### config.mk
export PLATFORM = sky130hd
export DESIGN_NAME = type_length_frame_deframer
export DESIGN_NICKNAME = d
export VERILOG_FILES = /design/src/rtl/tlfd_pkg.sv /design/src/rtl/tlfd_cfg.sv /design/src/rtl/tlfd_parse.sv /design/src/rtl/tlfd_out.sv /design/src/rtl/type_length_frame_deframer.sv
export SDC_FILE = /design/constraint.sdc
export NUM_CORES = 1
export LEC_CHECK = 0
export BUFFER_PORTS_ARGS = -buffer_cell sky130_fd_sc_hd__buf_2
export CORE_MARGIN = 2
export CORE_UTILIZATION = 55
export CTS_BUF_LIST = sky130_fd_sc_hd__clkbuf_8
export CTS_CLUSTER_SIZE = 8
export DETAILED_ROUTE_END_ITERATION = 10
export PLACE_DENSITY = 0.75
export SLEW_MARGIN = 20
export SYNTH_ARGS = -nofsm -noshare
export SYNTH_HDL_FRONTEND = slang
export SYNTH_SLANG_ARGS = --single-unit
### constraint.sdc
create_clock -name aclk -period 8.75 [get_ports aclk]
set_input_delay 1.3125 -clock aclk [delete_from_list [all_inputs] [get_ports aclk]]
set_output_delay 1.3125 -clock aclk [all_outputs]
set_load 0.05 [all_outputs]
### src/rtl/tlfd_pkg.sv
// ----------------------------------------------------------------------------
// tlfd_pkg
// Types and codes shared by the type-length frame deframer modules.
// ----------------------------------------------------------------------------
package tlfd_pkg;

    localparam int BYTE_W  = 8;
    localparam int LEN_W   = 24;
    localparam int LEFT_W  = 21;
    localparam int KIND_W  = 2;
    localparam int ERR_W   = 2;
    localparam int INDEX_W = 2;

    localparam logic [KIND_W-1:0] KIND_BYTE  = 2'd0;
    localparam logic [KIND_W-1:0] KIND_EMPTY = 2'd1;
    localparam logic [KIND_W-1:0] KIND_ERROR = 2'd2;
    localparam logic [KIND_W-1:0] KIND_END   = 2'd3;

    localparam logic [ERR_W-1:0] ERR_NONE     = 2'd0;
    localparam logic [ERR_W-1:0] ERR_TYPE     = 2'd1;
    localparam logic [ERR_W-1:0] ERR_LENGTH   = 2'd2;
    localparam logic [ERR_W-1:0] ERR_TRUNCATE = 2'd3;

    localparam logic [INDEX_W-1:0] REG_MAX_PAYLOAD = 2'd0;
    localparam logic [INDEX_W-1:0] REG_TYPE_LOW    = 2'd1;
    localparam logic [INDEX_W-1:0] REG_TYPE_HIGH   = 2'd2;

    typedef struct packed {
        logic [LEFT_W-1:0] len_limit;
        logic [BYTE_W-1:0] type_low;
        logic [BYTE_W-1:0] type_high;
    } tlfd_cfg_t;

    typedef struct packed {
        logic [KIND_W-1:0] kind;
        logic [BYTE_W-1:0] frame_type;
        logic [BYTE_W-1:0] payload_byte;
        logic              last_of_frame;
        logic [ERR_W-1:0]  error_code;
    } tlfd_result_t;

endpackage

### src/rtl/tlfd_cfg.sv
// ----------------------------------------------------------------------------
// tlfd_cfg
// Configuration register file: payload cap and accepted type range.
// ----------------------------------------------------------------------------
module tlfd_cfg
    import tlfd_pkg::*;
(
    input  logic               aclk,
    input  logic               aresetn,
    input  logic               cfg_valid,
    output logic               cfg_ready,
    input  logic [INDEX_W-1:0] cfg_index,
    input  logic [LEFT_W-1:0]  cfg_data,
    output tlfd_cfg_t          cfg
);

    tlfd_cfg_t cfg_reg;

    assign cfg_ready = 1'b1;
    assign cfg       = cfg_reg;

    always_ff @(posedge aclk) begin
        if (!aresetn) begin
            cfg_reg.len_limit <= LEFT_W'(1048576);
            cfg_reg.type_low  <= 8'd1;
            cfg_reg.type_high <= 8'd10;
        end else if (cfg_valid) begin
            unique case (cfg_index)
                REG_MAX_PAYLOAD: cfg_reg.len_limit <= cfg_data;
                REG_TYPE_LOW:    cfg_reg.type_low  <= cfg_data[BYTE_W-1:0];
                REG_TYPE_HIGH:   cfg_reg.type_high <= cfg_data[BYTE_W-1:0];
                default: ;
            endcase
        end
    end

endmodule

### src/rtl/tlfd_parse.sv
// ----------------------------------------------------------------------------
// tlfd_parse
// Frame parser: header shift, type and length check, payload counter, sticky error.
// ----------------------------------------------------------------------------
module tlfd_parse
    import tlfd_pkg::*;
#(
    parameter int PAYLOAD_CAP = 1048576
)
(
    input  logic              aclk,
    input  logic              aresetn,
    input  tlfd_cfg_t         cfg,
    input  logic              in_accept,
    input  logic [BYTE_W-1:0] in_data,
    input  logic              in_end,
    output logic              res_valid,
    output tlfd_result_t      res
);

    localparam logic [LEN_W-1:0] CAP_LIMIT = LEN_W'(PAYLOAD_CAP);

    logic [1:0]          hdr_count_reg, hdr_count_next;
    logic [LEN_W-1:0]    hdr_bytes_reg, hdr_bytes_next;
    logic [LEFT_W-1:0]   left_reg,      left_next;
    logic [BYTE_W-1:0]   cur_type_reg,  cur_type_next;
    logic                failed_reg,    failed_next;

    logic [BYTE_W-1:0]   hdr_type;
    logic [LEN_W-1:0]    hdr_len;
    logic [LEN_W-1:0]    cap_reg_ext;
    logic [LEN_W-1:0]    cap_eff;

    assign hdr_type    = hdr_bytes_reg[LEN_W-1:LEN_W-BYTE_W];
    assign hdr_len     = {hdr_bytes_reg[LEN_W-BYTE_W-1:0], in_data};
    assign cap_reg_ext = LEN_W'(cfg.len_limit);
    assign cap_eff     = (cap_reg_ext < CAP_LIMIT) ? cap_reg_ext : CAP_LIMIT;

    always_comb begin
        hdr_count_next = hdr_count_reg;
        hdr_bytes_next = hdr_bytes_reg;
        left_next      = left_reg;
        cur_type_next  = cur_type_reg;
        failed_next    = failed_reg;
        res_valid      = 1'b0;
        res            = '0;

        if (in_accept && !failed_reg) begin
            if (in_end) begin
                res_valid = 1'b1;
                if (hdr_count_reg != 2'd0 || left_reg != '0) begin
                    failed_next    = 1'b1;
                    res.kind       = KIND_ERROR;
                    res.frame_type = (left_reg != '0) ? cur_type_reg : '0;
                    res.error_code = ERR_TRUNCATE;
                end else begin
                    res.kind = KIND_END;
                end
            end else if (left_reg != '0) begin
                res_valid         = 1'b1;
                left_next         = left_reg - LEFT_W'(1);
                res.kind          = KIND_BYTE;
                res.frame_type    = cur_type_reg;
                res.payload_byte  = in_data;
                res.last_of_frame = (left_reg == LEFT_W'(1));
            end else if (hdr_count_reg != 2'd3) begin
                hdr_bytes_next = {hdr_bytes_reg[LEN_W-BYTE_W-1:0], in_data};
                hdr_count_next = hdr_count_reg + 2'd1;
            end else begin
                hdr_count_next = '0;
                hdr_bytes_next = '0;
                res_valid      = 1'b1;
                res.frame_type = hdr_type;
                if (hdr_type < cfg.type_low || hdr_type > cfg.type_high) begin
                    failed_next    = 1'b1;
                    res.kind       = KIND_ERROR;
                    res.error_code = ERR_TYPE;
                end else if (hdr_len > cap_eff) begin
                    failed_next    = 1'b1;
                    res.kind       = KIND_ERROR;
                    res.error_code = ERR_LENGTH;
                end else begin
                    cur_type_next = hdr_type;
                    if (hdr_len == '0) begin
                        res.kind          = KIND_EMPTY;
                        res.last_of_frame = 1'b1;
                    end else begin
                        res_valid = 1'b0;
                        left_next = hdr_len[LEFT_W-1:0];
                    end
                end
            end
        end
    end

    always_ff @(posedge aclk) begin
        if (!aresetn) begin
            hdr_count_reg <= '0;
            hdr_bytes_reg <= '0;
            left_reg      <= '0;
            cur_type_reg  <= '0;
            failed_reg    <= 1'b0;
        end else begin
            hdr_count_reg <= hdr_count_next;
            hdr_bytes_reg <= hdr_bytes_next;
            left_reg      <= left_next;
            cur_type_reg  <= cur_type_next;
            failed_reg    <= failed_next;
        end
    end

endmodule

### src/rtl/tlfd_out.sv
// ----------------------------------------------------------------------------
// tlfd_out
// Result register with a skid stage that takes one more result under backpressure.
// ----------------------------------------------------------------------------
module tlfd_out
    import tlfd_pkg::*;
(
    input  logic         aclk,
    input  logic         aresetn,
    input  logic         res_valid,
    input  tlfd_result_t res,
    output logic         in_ready,
    output logic         out_valid,
    input  logic         out_ready,
    output tlfd_result_t out_res
);

    logic         out_valid_reg;
    logic         skid_valid_reg;
    tlfd_result_t out_reg;
    tlfd_result_t skid_reg;
    logic         out_free;

    assign out_free  = out_ready || !out_valid_reg;
    assign in_ready  = !skid_valid_reg;
    assign out_valid = out_valid_reg;
    assign out_res   = out_reg;

    always_ff @(posedge aclk) begin
        if (!aresetn) begin
            out_valid_reg  <= 1'b0;
            skid_valid_reg <= 1'b0;
        end else if (out_free) begin
            out_valid_reg  <= skid_valid_reg || res_valid;
            skid_valid_reg <= 1'b0;
        end else if (res_valid) begin
            skid_valid_reg <= 1'b1;
        end
    end

    always_ff @(posedge aclk) begin
        if (out_free) begin
            out_reg <= skid_valid_reg ? skid_reg : res;
        end else if (res_valid) begin
            skid_reg <= res;
        end
    end

endmodule

### src/rtl/type_length_frame_deframer.sv
// ----------------------------------------------------------------------------
// type_length_frame_deframer
// Cut-through deframer for a byte stream of type/length-prefixed frames.
// ----------------------------------------------------------------------------
// one byte or stream-end transfer is taken every cycle while s_tready is
// high; its result, if any, reaches the m_ side through the result register,
// via the skid stage when m_tready holds it back. header bytes and payload
// bytes are handled in a single pass through the header shift register and
// the payload down-counter, so the rate is one item per clock. s_tready drops
// only when both the result register and the skid stage hold results that
// m_tready has not taken. after an error the block drops all input until aresetn.
module type_length_frame_deframer
    import tlfd_pkg::*;
#(
    parameter int PAYLOAD_CAP = 1048576
)
(
    input  logic               aclk,
    input  logic               aresetn,
    input  logic               s_tvalid,
    output logic               s_tready,
    input  logic [7:0]         s_tdata,     // data
    input  logic               s_tuser,     // stream_end
    output logic               m_tvalid,
    input  logic               m_tready,
    output logic [23:0]        m_tdata,     // frame_type, payload_byte, error_code, zero pad
    output logic [1:0]         m_tuser,     // kind
    output logic               m_tlast,     // last_of_frame
    input  logic               cfg_valid,
    output logic               cfg_ready,
    input  logic [INDEX_W-1:0] cfg_index,
    input  logic [LEFT_W-1:0]  cfg_data
);

    tlfd_cfg_t    cfg;
    tlfd_result_t res;
    tlfd_result_t out_res;
    logic         res_valid;
    logic         in_accept;

    assign in_accept = s_tvalid && s_tready;

    tlfd_cfg u_cfg (
        .aclk      (aclk),
        .aresetn   (aresetn),
        .cfg_valid (cfg_valid),
        .cfg_ready (cfg_ready),
        .cfg_index (cfg_index),
        .cfg_data  (cfg_data),
        .cfg       (cfg)
    );

    tlfd_parse #(
        .PAYLOAD_CAP (PAYLOAD_CAP)
    ) u_parse (
        .aclk      (aclk),
        .aresetn   (aresetn),
        .cfg       (cfg),
        .in_accept (in_accept),
        .in_data   (s_tdata),
        .in_end    (s_tuser),
        .res_valid (res_valid),
        .res       (res)
    );

    tlfd_out u_out (
        .aclk      (aclk),
        .aresetn   (aresetn),
        .res_valid (res_valid),
        .res       (res),
        .in_ready  (s_tready),
        .out_valid (m_tvalid),
        .out_ready (m_tready),
        .out_res   (out_res)
    );

    assign m_tdata = {6'd0, out_res.error_code, out_res.payload_byte, out_res.frame_type};
    assign m_tuser = out_res.kind;
    assign m_tlast = out_res.last_of_frame;

endmodule
# Word level (Yosys, flattened, before mapping)
# Index checks and enable logic that the tools add are counted.
dict set report classes {
  add_sub_neg 2
  n_lt_le_gt_ge 4
  eq_ne 11
  n_mux 43
  bitwise_logic 7
  n_reduce_logical 23
}
# operator n
set op_table {}
lappend op_table {{2-to-1 mux 21 bit} 8}
lappend op_table {{2-to-1 mux 10 bit} 3}
lappend op_table {{greater-than comparator 24 bit} 1}
lappend op_table {{logical NOT 24 bit} 1}
lappend op_table {{2-to-1 mux 24 bit} 1}
lappend op_table {{2-to-1 mux 8 bit} 3}
lappend op_table {{equality test 21 x 1 -> 1 bit, second input constant} 1}
lappend op_table {{less-than comparator 21 bit, second input constant} 1}
lappend op_table {{nonzero test 21 bit} 1}
lappend op_table {{subtractor 21 x 1 -> 21 bit, second input constant} 1}
lappend op_table {{2-to-1 mux 1 bit} 18}
lappend op_table {{2-to-1 mux 2 bit} 8}
lappend op_table {{AND reduction 6 bit} 2}
lappend op_table {{!= test 2 x 1 -> 1 bit, second input constant} 5}
lappend op_table {{2-to-1 mux 9 bit} 1}
lappend op_table {{greater-than comparator 8 bit} 1}
lappend op_table {{less-than comparator 8 bit} 1}
lappend op_table {{AND reduction 2 bit} 4}
lappend op_table {{NOT 1 bit} 7}
lappend op_table {{!= test 2 bit, second input constant} 3}
lappend op_table {{AND reduction 5 bit} 1}
lappend op_table {{logical OR 1 bit} 4}
lappend op_table {{logical NOT 1 bit} 3}
lappend op_table {{2-to-1 mux 3 bit} 1}
lappend op_table {{other kinds (9)} 10}
dict set report word_totals {
  ff_bits 137
  in_bits 37
  elab_cells 110
}

# Logic depth before layout (Yosys ltp)
# Gate-level depths: netlist of the first run.
dict set report logic_depth {
  ltp_word 10
  depth_mapped 12
  depth_no_buf 10
}

# Hierarchy
# Synthesis of the first run repeated with hierarchy kept, for this count alone.
dict set report unflattened {
  cells_unflattened 769
  hier_area_um2 7308.3
}
# mod n_inst cells_per_inst area_per_inst_um2 seq_area_each_um2
set by_module_without_submodules {}
lappend by_module_without_submodules {tlfd_parse 1 536 4177.8 1121.1}
lappend by_module_without_submodules {tlfd_out 1 74 1604.0 1301.2}
lappend by_module_without_submodules {tlfd_cfg 1 151 1471.4 740.7}
lappend by_module_without_submodules {type_length_frame_deframer 1 8 55.1 0.0}

# Least setup slack after synthesis of the first run
# No wires, ideal clock.
dict set report synth_timing {
  kind {in2reg}
  start {in s_tdata[1]}
  end {reg u_out.skid_reg[0] in the netlist's numbering, enable pin}
  t_arrival_ps 3170
  t_required_ps 8371
  path_slack_ps 5201
  cell_stages 8
  path_buffers 0
  path_cell_list {ha_1 > nor2b_1 > o211ai_1 > a21o_1 > a211oi_4 > o41ai_1 > a21oi_1 > and2_1}
}
dict set report synth_between {
  elab_chain_cells 9
}
# item line_no
set synth_lines {}
lappend synth_lines {{from (decl)} type_length_frame_deframer.sv:22} ;# input logic [7:0] s_tdata,
lappend synth_lines {{parallel branches: the longest is 2 deep, another holds greater-than comparator 24 bit} -}
lappend synth_lines {{2-to-1 mux 1 bit *} tlfd_parse.sv:78} ;# end else if (hdr_len > cap_eff) begin
lappend synth_lines {{2-to-1 mux 1 bit *} tlfd_parse.sv:74} ;# if (hdr_type < cfg.type_low || hdr_type > cfg.type_high) begin
lappend synth_lines {{2-to-1 mux 1 bit *} tlfd_parse.sv:66} ;# end else if (hdr_count_reg != 2'd3) begin
lappend synth_lines {{2-to-1 mux 1 bit *} tlfd_parse.sv:59} ;# end else if (left_reg != '0) begin
lappend synth_lines {{2-to-1 mux 1 bit *} tlfd_parse.sv:49} ;# if (in_end) begin
lappend synth_lines {{2-to-1 mux 1 bit *} tlfd_parse.sv:48} ;# if (in_accept && !failed_reg) begin
lappend synth_lines {{AND reduction 2 bit (no line) *} -}
lappend synth_lines {{to (signal assigned)} tlfd_out.sv:45} ;# skid_reg <= res;
lappend synth_lines {{to (decl)} tlfd_out.sv:21} ;# tlfd_result_t skid_reg;
# Mark *: on every way between the ends.
# A chain may end at the register's enable or synchronous reset.

# Worst setup path after layout of the first run
dict set report layout_timing {
  start {reg u_cfg.cfg_reg, in the netlist u_cfg.cfg[36]}
  end {reg u_out.skid_reg[4] in the netlist's numbering, enable pin}
}
dict set report layout_between {
  elab_chain_cells 10
}
# item line_no
set layout_lines {}
lappend layout_lines {{from (decl)} tlfd_cfg.sv:17} ;# tlfd_cfg_t cfg_reg;
lappend layout_lines {{less-than comparator 21 bit} tlfd_parse.sv:37} ;# assign cap_eff = (cap_reg_ext < CAP_LIMIT) ? cap_reg_ext : CAP_LIMIT;
lappend layout_lines {{2-to-1 mux 21 bit *} tlfd_parse.sv:37}
lappend layout_lines {{greater-than comparator 24 bit *} tlfd_parse.sv:78}
lappend layout_lines {{2-to-1 mux 1 bit *} tlfd_parse.sv:78}
lappend layout_lines {{2-to-1 mux 1 bit *} tlfd_parse.sv:74}
lappend layout_lines {{2-to-1 mux 1 bit *} tlfd_parse.sv:66}
lappend layout_lines {{2-to-1 mux 1 bit *} tlfd_parse.sv:59}
lappend layout_lines {{2-to-1 mux 1 bit *} tlfd_parse.sv:49}
lappend layout_lines {{2-to-1 mux 1 bit *} tlfd_parse.sv:48}
lappend layout_lines {{AND reduction 2 bit (no line) *} -}
# Mark *: on every way between the ends. The rest lies on a longest branch, timed or not.

==> metrics.md, run 1 <==
| Metric | Value |
|---|---|
| Max-cap violation count | 0 |
| Crit path arrival time | 3.93 ns |
| Diodes inserted | 0 |
| CTS root buffer | clkbuf_8 |
| Initial antenna violation count | 0 |
| Clk_lat worst skew | 0.46 ns |
| Path type of the worst setup path | reg2reg |
| Min-delay worst type | reg2reg |
| Yosys reg bits | 137 |
| Setup bufs post-CTS | 0 |
| Post-layout min period | 3.85 ns |
| Synth cell types | 59 |
| Rel. slew slack | 0.332 |
| Overall power | 0.00266 W |
| Initial DRC Count | 482 |
| Total CTS buffers | 17 |
| Vias in the first global route | 5508 |
| Clock Sinks | 137 |
| Max Root-Sink Buffers | 2 |
| EDFF count, synth | 42 |
| Largest net degree at the start of global routing | 62 |
| Top_reg_cell synth | dfxtp_1 |
| H-tree Lvls | 4 |
| Fill count | 1101 |
| Die H | 117 um |
| Share of the synthesized area in the top cell type | 0.273 |
| Fmax | 0.260 GHz |
| WHS Path Cells | 2 |
| Post-cts sizing count | 0 |
| Global-route wire length before repair | 28000 um |
| Rows | 41 |
| FF-to-FF path depth | 10 |
| Fraction of layout cells with a size suffix above 1 | 0.140 |
| Yosys Warn Count | 0 |
| GRT Total Usage | 0.267 |
| Vias/cell | 5.85 |
| TritonCTS clock tree | done |
| Core Box Area | 12500 sq um |
| Worst Skew | 0.0117 ns |
| Ys async rst share | 0 |
| # IOs | 67 |
| Worst-path fanout max | 21 |
| Max-slew violations | 0 |
| Mapped Area | 6970 sq um |
| Routed len/inst | 17.2 um |
| Sequential area share after synthesis | 0.454 |
| Reg clk slew, reported paths | 0.08 ns |
| ANT nets after route | 0 |
| P_leak | 3.23 nW |
| Final setup viols | 0 |
| Cell with the most instances after synthesis | nand2_1 |
| Synthesized instance count | 774 |
| Die Wd | 117 um |
| Avg Inst Size Synth | 9.00 sq um |
| PortBufs | 59 |
| Gr ovfl total | 0 |
| Detailed Place HPWL | 12600 um |
| Vias | 5841 |
| Total die area | 13600 sq um |
| Fin Setup TNS | 0 ns |
| Synth top area cells | dfxtp_1, edfxtp_1, ha_1 |
| Post-layout util | 0.621 |
| DR pass1 iterations | 5 |
| Cell accounting for the most synthesized area | dfxtp_1 |
| Post-layout net count | 891 |
| Startpoint Class | flop |
| Routed wire length | 17200 um |
| CTS Hold Bufs | 0 |
| CP required | 8.83 ns |
| Worst-Margin Slew | 1.00 ns |
| Pwr per Cell Area | 342 nW/um^2 |
| Synth top cells by count | nand2_1, dfxtp_1, a21oi_1 |
| RSZ-0062 raised after global routing | no |
| Area Growth Syn to Fin | 11.5% |
| Status | complete, no violations |
| Critical path endpoint category | flop |
| Gpl congestion | 0.845 |
| Final hold violations | 0 |
| Period Utilization, post-route | 0.440 |
| Peak VDD IR | 0.306 mV |
| Initial core utilization | 0.557 |
| DRC violations left | 0 |
| Max FFs per register | 37 |
-- layer usage --
layer  track usage  vias up  part of all wire
li1              -     2838                 -
met1         0.364     2790              0.46
met2         0.429      186              0.47
met3        0.0472       27             0.049
met4        0.0980        0             0.018
met5             0        -                 0
-- cells by family (layout without fill, tap and decap cells) --
logic type	Yosys count	in the layout	synth area share
compound gates	182	182	0.168
fa+ha+maj	40	40	0.0718
buf+inv	81	129	0.0483
flops	137	137	0.454
mux	24	24	0.0345
other cells	2	7	0.00108
simple gates	308	308	0.222
-- worst max-delay path, cell delays in order, from the launching register on --
cell and delay [ns]:
dfxtp_1 0.32, inv_1 0.45, nand2_1 0.11, ha_1 0.32, nand3_1 0.16, nor4_4 0.42, nand2_1 0.20, a211oi_4 0.31
o41ai_1 0.14, a21oi_1 0.27, and2_1 0.78
-- metrics by stage --
stage | setup WS [ns] | hold WS [ns] | std cells | area [sq um]
floorplan | 5.20 | 0.432 | 779 | 6990
global placement | 4.76 | 0.448 | 967 | 7330
detailed placement | 4.67 | 0.448 | 967 | 7330
CTS | 4.91 | 0.458 | 999 | 7770
global route | 4.61 | 0.483 | 999 | 7770
finish | 4.90 | 0.457 | 999 | 7770
-- layout make-up --
cell class	instances	area, sq um	share of cell area
clock inverter	15	200	0.0258
multi-input combinational	561	3500	0.450
clock buffer	17	234	0.0301
timing repair buffer	65	340	0.0438
inverter	32	120	0.0155
sequential	137	3160	0.407
tap	172	215	0.0277
-- placed cells by master, fill, tap and decap left out, types with 7 or more instances in the layout --
| cell | instances |
|---|---|
| a21o_1 | 22 |
| a21oi_1 | 75 |
| a22oi_1 | 8 |
| and3_1 | 8 |
| buf_2 | 59 |
| clkbuf_8 | 17 |
| conb_1 | 7 |
| dfxtp_1 | 95 |
| edfxtp_1 | 42 |
| ha_1 | 40 |
| inv_1 | 33 |
| mux2i_1 | 24 |
| nand2_1 | 129 |
| nand3_1 | 17 |
| nand3b_1 | 23 |
| nand4_1 | 10 |
| nor2_1 | 61 |
| nor3_1 | 19 |
| o21ai_0 | 24 |
| o22ai_1 | 8 |
-- final timing paths --
check                              startpoint                 to  slack [ns]
worst max-delay path            u_cfg.cfg[36]  u_out.skid_reg[4]        4.90
worst min-delay path            u_cfg.cfg[32]      u_cfg.cfg[32]        0.46
worst max register to register  u_cfg.cfg[36]  u_out.skid_reg[4]        4.90
worst min register to register  u_cfg.cfg[32]      u_cfg.cfg[32]        0.46
-- where the power goes --
group	total (W)	switching [W]	internal (W)
clock network	0.000565	0.000254	0.000311
registers	0.000850	0.0000759	0.000774
logic	0.00124	0.000863	0.000378
total	0.00266	0.00119	0.00146
(Power assumes the default switching activity.)
==> inputs of run 2 (changes only) <==
Settings changed: PLACE_DENSITY 0.75 to 0.78.
Clock period 8.75 ns to 3.49 ns, I/O delays scaled along.
==> run 2 against run 1 <==
Compared with the run above:
- worst setup slack worse by 4.6 ns
- final cell count is 1.9% higher
- register-to-register slack got worse by 4.6 ns
- critical endpoint is now u_out.skid_reg[13]
==> metrics.md, run 2 (same netlist as run 1, synthesis figures left out) <==
| Metric | Value |
|---|---|
| Overall power | 0.00655 W (+150%) |
| Detailed Place HPWL | 12500 um (-0.14%) |
| PortBufs | 59 (unchanged) |
| Rel. slew slack | 0.429 (+0.0978) |
| Critical path endpoint category | flop |
| Post-Layout Cell Count | 1018 (+1.9%) |
| Fmax | 0.313 GHz (+20%) |
| Max-slew violations | 0 (unchanged) |
| Post-layout net count | 910 (+2.1%) |
| Gr ovfl total | 0 (unchanged) |
| Diodes inserted | 0 (unchanged) |
| Vias in the first global route | 5494 (-0.25%) |
| Post-layout min period | 3.20 ns (-0.649 ns) |
| Final hold violations | 0 (unchanged) |
| Max Root-Sink Buffers | 2 (unchanged) |
| Core Box Area | 12500 sq um (unchanged) |
| RSZ-0062 raised after global routing | no |
| Slowest CP cell | nor4_4 |
| P_leak | 3.31 nW (+2.4%) |
| Clk_lat worst skew | 0.47 ns (about the same) |
| Crit path from | u_cfg.cfg[36] |
| Worst-Margin Slew | 0.855 ns (-0.146 ns) |
| CP bufs+invs | 2 (+1) |
| GRT Total Usage | 0.261 (-0.00619) |
| Status | complete, no violations |
| Crit path arrival time | 3.37 ns (-0.56 ns) |
| Crit-path cells | inv_1, buf_4, ha_1, nand3_1, nor4_4, and3_4, a31oi_4, o41ai_1, a21oi_1, and2_2 |
| Vias/cell | 5.84 (-0.12%) |
| Clock Sinks | 137 (unchanged) |
| DRC violations left | 0 (unchanged) |
| Gpl congestion | 0.921 (+9.0%) |
| Rows | 41 (unchanged) |
| Most frequent cells in the layout | nand2_1, dfxtp_1, a21oi_1 |
| Min Hold Slack | 0.290 ns (-0.167 ns) |
| Min-delay worst type | in2reg |
| Die H | 117 um (unchanged) |
| Max-cap violation count | 0 (unchanged) |
| Largest net degree at the start of global routing | 49 (-21%) |
| Die Wd | 117 um (unchanged) |
| Leading cell type in the layout, fill and taps excluded | nand2_1 |
| ANT nets after route | 0 (unchanged) |
| Vias | 5945 (+1.8%) |
| Total CTS buffers | 17 (unchanged) |
| FF-to-FF setup slack | 0.29 ns (-4.61 ns) |
| Peak VDD IR | 0.396 mV (+30%) |
| Global-route wire length before repair | 27400 um (-2.2%) |
| Total die area | 13600 sq um (unchanged) |
| Final setup viols | 0 (unchanged) |
| H-tree Lvls | 4 (unchanged) |
| Routed wire length | 16900 um (-1.6%) |
| Pwr per Cell Area | 832 nW/um^2 (+140%) |
| Reg clk slew, reported paths | 0.07 ns (about the same) |
| Worst-path fanout max | 21 (unchanged) |
| Fin Setup TNS | 0 ns (unchanged) |
| Post-Place Cells | 986 (+2.0%) |
| CP required | 3.66 ns (-5.17 ns) |
| DR pass1 iterations | 5 (unchanged) |
| Initial antenna violation count | 0 (unchanged) |
| Area Growth Syn to Fin | 12.9% |
| Startpoint Class | flop |
| Period Utilization, post-route | 0.916 (+0.477) |
| RR Startpoint | u_cfg.cfg[36] |
| Path type of the worst setup path | reg2reg |
| Routed len/inst | 16.6 um (-3.4%) |
| Post-layout util | 0.628 (+0.00750) |
| CTS Hold Bufs | 0 (unchanged) |
| Worst Skew | 0.0130 ns (+0.00136 ns) |
| Max incr delay on CP | 0.43 ns (-0.35 ns) |
| Fraction of layout cells with a size suffix above 1 | 0.161 (+0.0205) |
| # IOs | 67 (unchanged) |
| Delay-heaviest family, CP | simple AND/OR/NAND/NOR gates |
| TritonCTS clock tree | done |
| Max FFs per register | 37 (unchanged) |
| Worst hold start | cfg_data[11] |
| Initial DRC Count | 683 (+42%) |
| Initial core utilization | 0.557 (unchanged) |
| CTS root buffer | clkbuf_8 |
==> run 2: worst paths after layout <==
path / end / cells past startpoint
worst max register to register: u_out.skid_reg[13] / 10
worst min-delay path: u_cfg.cfg[27] / 3
worst max-delay path: u_out.skid_reg[13] / 10
worst min register to register: u_cfg.cfg[34] / 2
==> run 2: routing by layer <==
layer	GRT usage	vias up	share of wire
met1	0.337	2789	0.44
met4	0.104	0	0.027
li1	-	2879	-
met2	0.421	229	0.46
met3	0.0685	48	0.065
met5	0	-	0
==> run 2: what timing repair did <==
| action | in CTS | in global routing |
|---|---|---|
| resized for setup | 0 | 2 |
| buffers inserted | 0 | 0 |
| setup endpoints to repair | 0 | 29 |
==> run 2: power by group <==
part | total (W) | leakage [nW] | switching [W] | internal, W
clock network | 0.00126 | 0.199 | 0.000614 | 0.000643
logic | 0.00318 | 1.90 | 0.00218 | 0.00101
registers | 0.00211 | 1.21 | 0.000167 | 0.00194
total | 0.00655 | 3.31 | 0.00296 | 0.00359
==> run 2: tightest hold or removal path, delay by kind of cell <==
kind / cells / cell delay (ns)
buffers and inverters: 1 / 0.09
AOI/OAI and AO/OA: 1 / 0.05
and+or+nand+nor: 1 / 0.04
==> run 2: final cells by class <==
class                      count  area [sq um]
fill                        1075          4650
multi-input combinational    561          3500
sequential                   137          3160
timing repair buffer          84           483
clock buffer                  18           248
tap                          172           215
clock inverter                14           133
inverter                      32           120
==> run 2: through the flow <==
| stage | area, sq um | worst slack, ns |
|---|---|---|
| final | 7870 | 0.292 |
| after global routing | 7870 | 0.0762 |
| after CTS | 7860 | 0.0600 |
| after detailed placement | 7470 | 0.0744 |
| after global placement | 7470 | 0.201 |
| after floorplan | 6990 | 0.304 |
==> inputs of run 3 (changes only) <==
Settings changed: CORE_UTILIZATION 55 to 56, PLACE_DENSITY 0.78 to 0.79.
==> run 3 against run 2 <==
Compared with the run above:
- via count increased by 3.4%
- core utilization increased by 2.5 points
- sequential share of layout area decreased by 0.070 points
- largest power group unchanged
==> metrics.md, run 3 (same netlist as run 1, synthesis figures left out) <==
| Metric | Value |
|---|---|
| Critical path endpoint category | flop |
| Diodes inserted | 0 (unchanged) |
| P_leak | 3.31 nW (about the same) |
| Total CTS buffers | 17 (unchanged) |
| Post-Layout Cell Count | 1011 (-0.69%) |
| Vias in the first global route | 5961 (+8.5%) |
| Clock Sinks | 137 (unchanged) |
| CP required | 3.83 ns (+0.17 ns) |
| Min Hold Slack | 0.299 ns (+0.00926 ns) |
| Max Root-Sink Buffers | 2 (unchanged) |
| Routed len/inst | 17.5 um (+5.1%) |
| Area Growth Syn to Fin | 13.1% |
| Worst-Margin Slew | 1.18 ns (+0.322 ns) |
| Most frequent cells in the layout | nand2_1, dfxtp_1, a21oi_1 |
| Max incr delay on CP | 0.41 ns (-0.02 ns) |
| Gr ovfl total | 0 (unchanged) |
| Leading cell type in the layout, fill and taps excluded | nand2_1 |
| Peak VDD IR | 0.556 mV (+40%) |
| Startpoint Class | flop |
| Core Box Area | 12100 sq um (-3.6%) |
| Reg clk slew, reported paths | 0.08 ns (about the same) |
| Post-layout net count | 907 (-0.33%) |
| Final hold violations | 0 (unchanged) |
| Final setup viols | 0 (unchanged) |
| CP bufs+invs | 2 (unchanged) |
| Period Utilization, post-route | 0.916 (about the same) |
| Delay-heaviest family, CP | simple AND/OR/NAND/NOR gates |
| Clk_lat worst skew | 0.46 ns (about the same) |
| Routed wire length | 17700 um (+4.4%) |
| CP most frequent cell | nand2_1 |
| Min-delay worst type | in2reg |
| Die H | 116 um (-0.87%) |
| Die Wd | 116 um (-0.87%) |
| Rows | 40 (-2.4%) |
| ANT nets after route | 0 (unchanged) |
| Fmax | 0.313 GHz (about the same) |
| Post-Place Cells | 979 (-0.71%) |
| GRT Total Usage | 0.273 (+0.0118) |
| Max-cap violation count | 0 (unchanged) |
| PortBufs | 59 (unchanged) |
| Worst hold endpoint | u_cfg.cfg[28] |
| TritonCTS clock tree | done |
| Worst Skew | 0.0108 ns (-0.00222 ns) |
| CTS Hold Bufs | 0 (unchanged) |
| Initial DRC Count | 624 (-8.6%) |
| Worst hold start | cfg_data[12] |
| DR pass1 iterations | 7 (+2) |
| Fraction of layout cells with a size suffix above 1 | 0.159 (-0.00180) |
| Max-slew violations | 0 (unchanged) |
| Post-layout min period | 3.20 ns (-0.00147 ns) |
| CTS root buffer | clkbuf_8 |
| Detailed Place HPWL | 12700 um (+1.1%) |
| RSZ-0062 raised after global routing | no |
| Pwr per Cell Area | 850 nW/um^2 (+2.2%) |
| Worst reg2reg path endpoint | u_parse.left_reg[18] |
| # IOs | 67 (unchanged) |
| Gpl congestion | 1.02 (+10%) |
| Max FFs per register | 37 (unchanged) |
| Global-route wire length before repair | 28400 um (+3.9%) |
| Path type of the worst setup path | reg2reg |
| RR Startpoint | u_cfg.cfg[36] |
| FF-to-FF setup slack | 0.29 ns (about the same) |
| Largest net degree at the start of global routing | 75 (+53%) |
| Crit-path cells | inv_1, buf_4, ha_1, nand3_1, nor4_4, nand2_1, a211o_2, nand4_1, nand2_1, a32o_1 |
| Crit path arrival time | 3.54 ns (+0.17 ns) |
| WHS Path Cells | 3 (unchanged) |
| Rel. slew slack | 0.213 (-0.216) |
| Total die area | 13400 sq um (-1.7%) |
| Status | complete, no violations |
| FF-to-FF path depth | 10 (unchanged) |
| DRC violations left | 0 (unchanged) |
| Vias | 6150 (+3.4%) |
| Fill count | 986 (-8.3%) |
| Worst-path fanout max | 12 (-43%) |
| Slowest CP cell | nor4_4 |
| H-tree Lvls | 4 (unchanged) |
| Vias/cell | 6.08 (+4.2%) |
| Initial core utilization | 0.578 (+0.0210) |
| Initial antenna violation count | 0 (unchanged) |
## run 3: changes by cell type in the layout (fill, tap and decap cells not counted), moves of 2 or more
| cell | previous run | this run |
|---|---|---|
| buf_4 | 25 | 22 |
| clkinv_4 | 1 | 3 |
| clkinv_2 | 3 | 1 |
| inv_6 | 1 | 4 |
| clkinvlp_4 | 3 | 1 |
## run 3: area by class of cell
cell class              instances  area [sq um]  area share
well taps                     168           210      0.0267
inverters                      32           123      0.0156
clock buffers                  17           234      0.0297
flip-flops and latches        137          3160       0.401
clock inverters                15           175      0.0222
multi-input cells             561          3510       0.446
repair buffers                 81           460      0.0584
## run 3: layer usage
layer,global-route usage,routed length [um]
met1,0.337,7220
met4,0.153,787
met5,0,0
met2,0.438,8210
met3,0.0664,1470
## run 3: repair_timing
action | in CTS | in global routing
buffers inserted | 0 | 0
resized for setup | 1 | 4
setup endpoints to repair | 21 | 29
## run 3: worst max path at each step
stage | from | end | slack, ns | depth (start not counted)
global route | u_cfg.cfg[36] | u_out.skid_reg[10] | 0.008 | 10
finish | u_cfg.cfg[36] | u_parse.left_reg[18] | 0.29 | 10
CTS | u_cfg.cfg[36] | u_parse.left_reg[5] | 0.05 | 10
floorplan | u_cfg.cfg[36] | u_out.skid_reg[0] | 0.30 | 11
detailed placement | u_cfg.cfg[36] | u_out.skid_reg[9] | -0.1 | 10
global placement | u_cfg.cfg[36] | u_out.skid_reg[15] | 0.08 | 10
## run 3: power by group
| group | internal (W) | total, W | switching (W) |
|---|---|---|---|
| sequential | 0.00194 | 0.00212 | 0.000182 |
| clock | 0.000709 | 0.00136 | 0.000647 |
| combinational | 0.00100 | 0.00322 | 0.00222 |
| total | 0.00365 | 0.00670 | 0.00305 |
## run 3: through the flow
stage	setup slack [ns]	cell area (sq um)	total power [W]	setup TNS [ns]	utilization
after floorplan	0.304	6990	0.00450	0	-
after global placement	0.0787	7450	0.00516	0	0.617
after detailed placement	-0.0950	7450	0.00525	-1.98	0.618
after CTS	0.0471	7860	0.00661	0	0.652
after global routing	0.00794	7880	0.00708	0	0.653
final	0.293	7880	0.00670	0	0.653
## run 3: tightest hold or removal path, stage by stage
cell and delay [ns]:
buf_2 0.10, nand2_1 0.05, a21oi_1 0.05
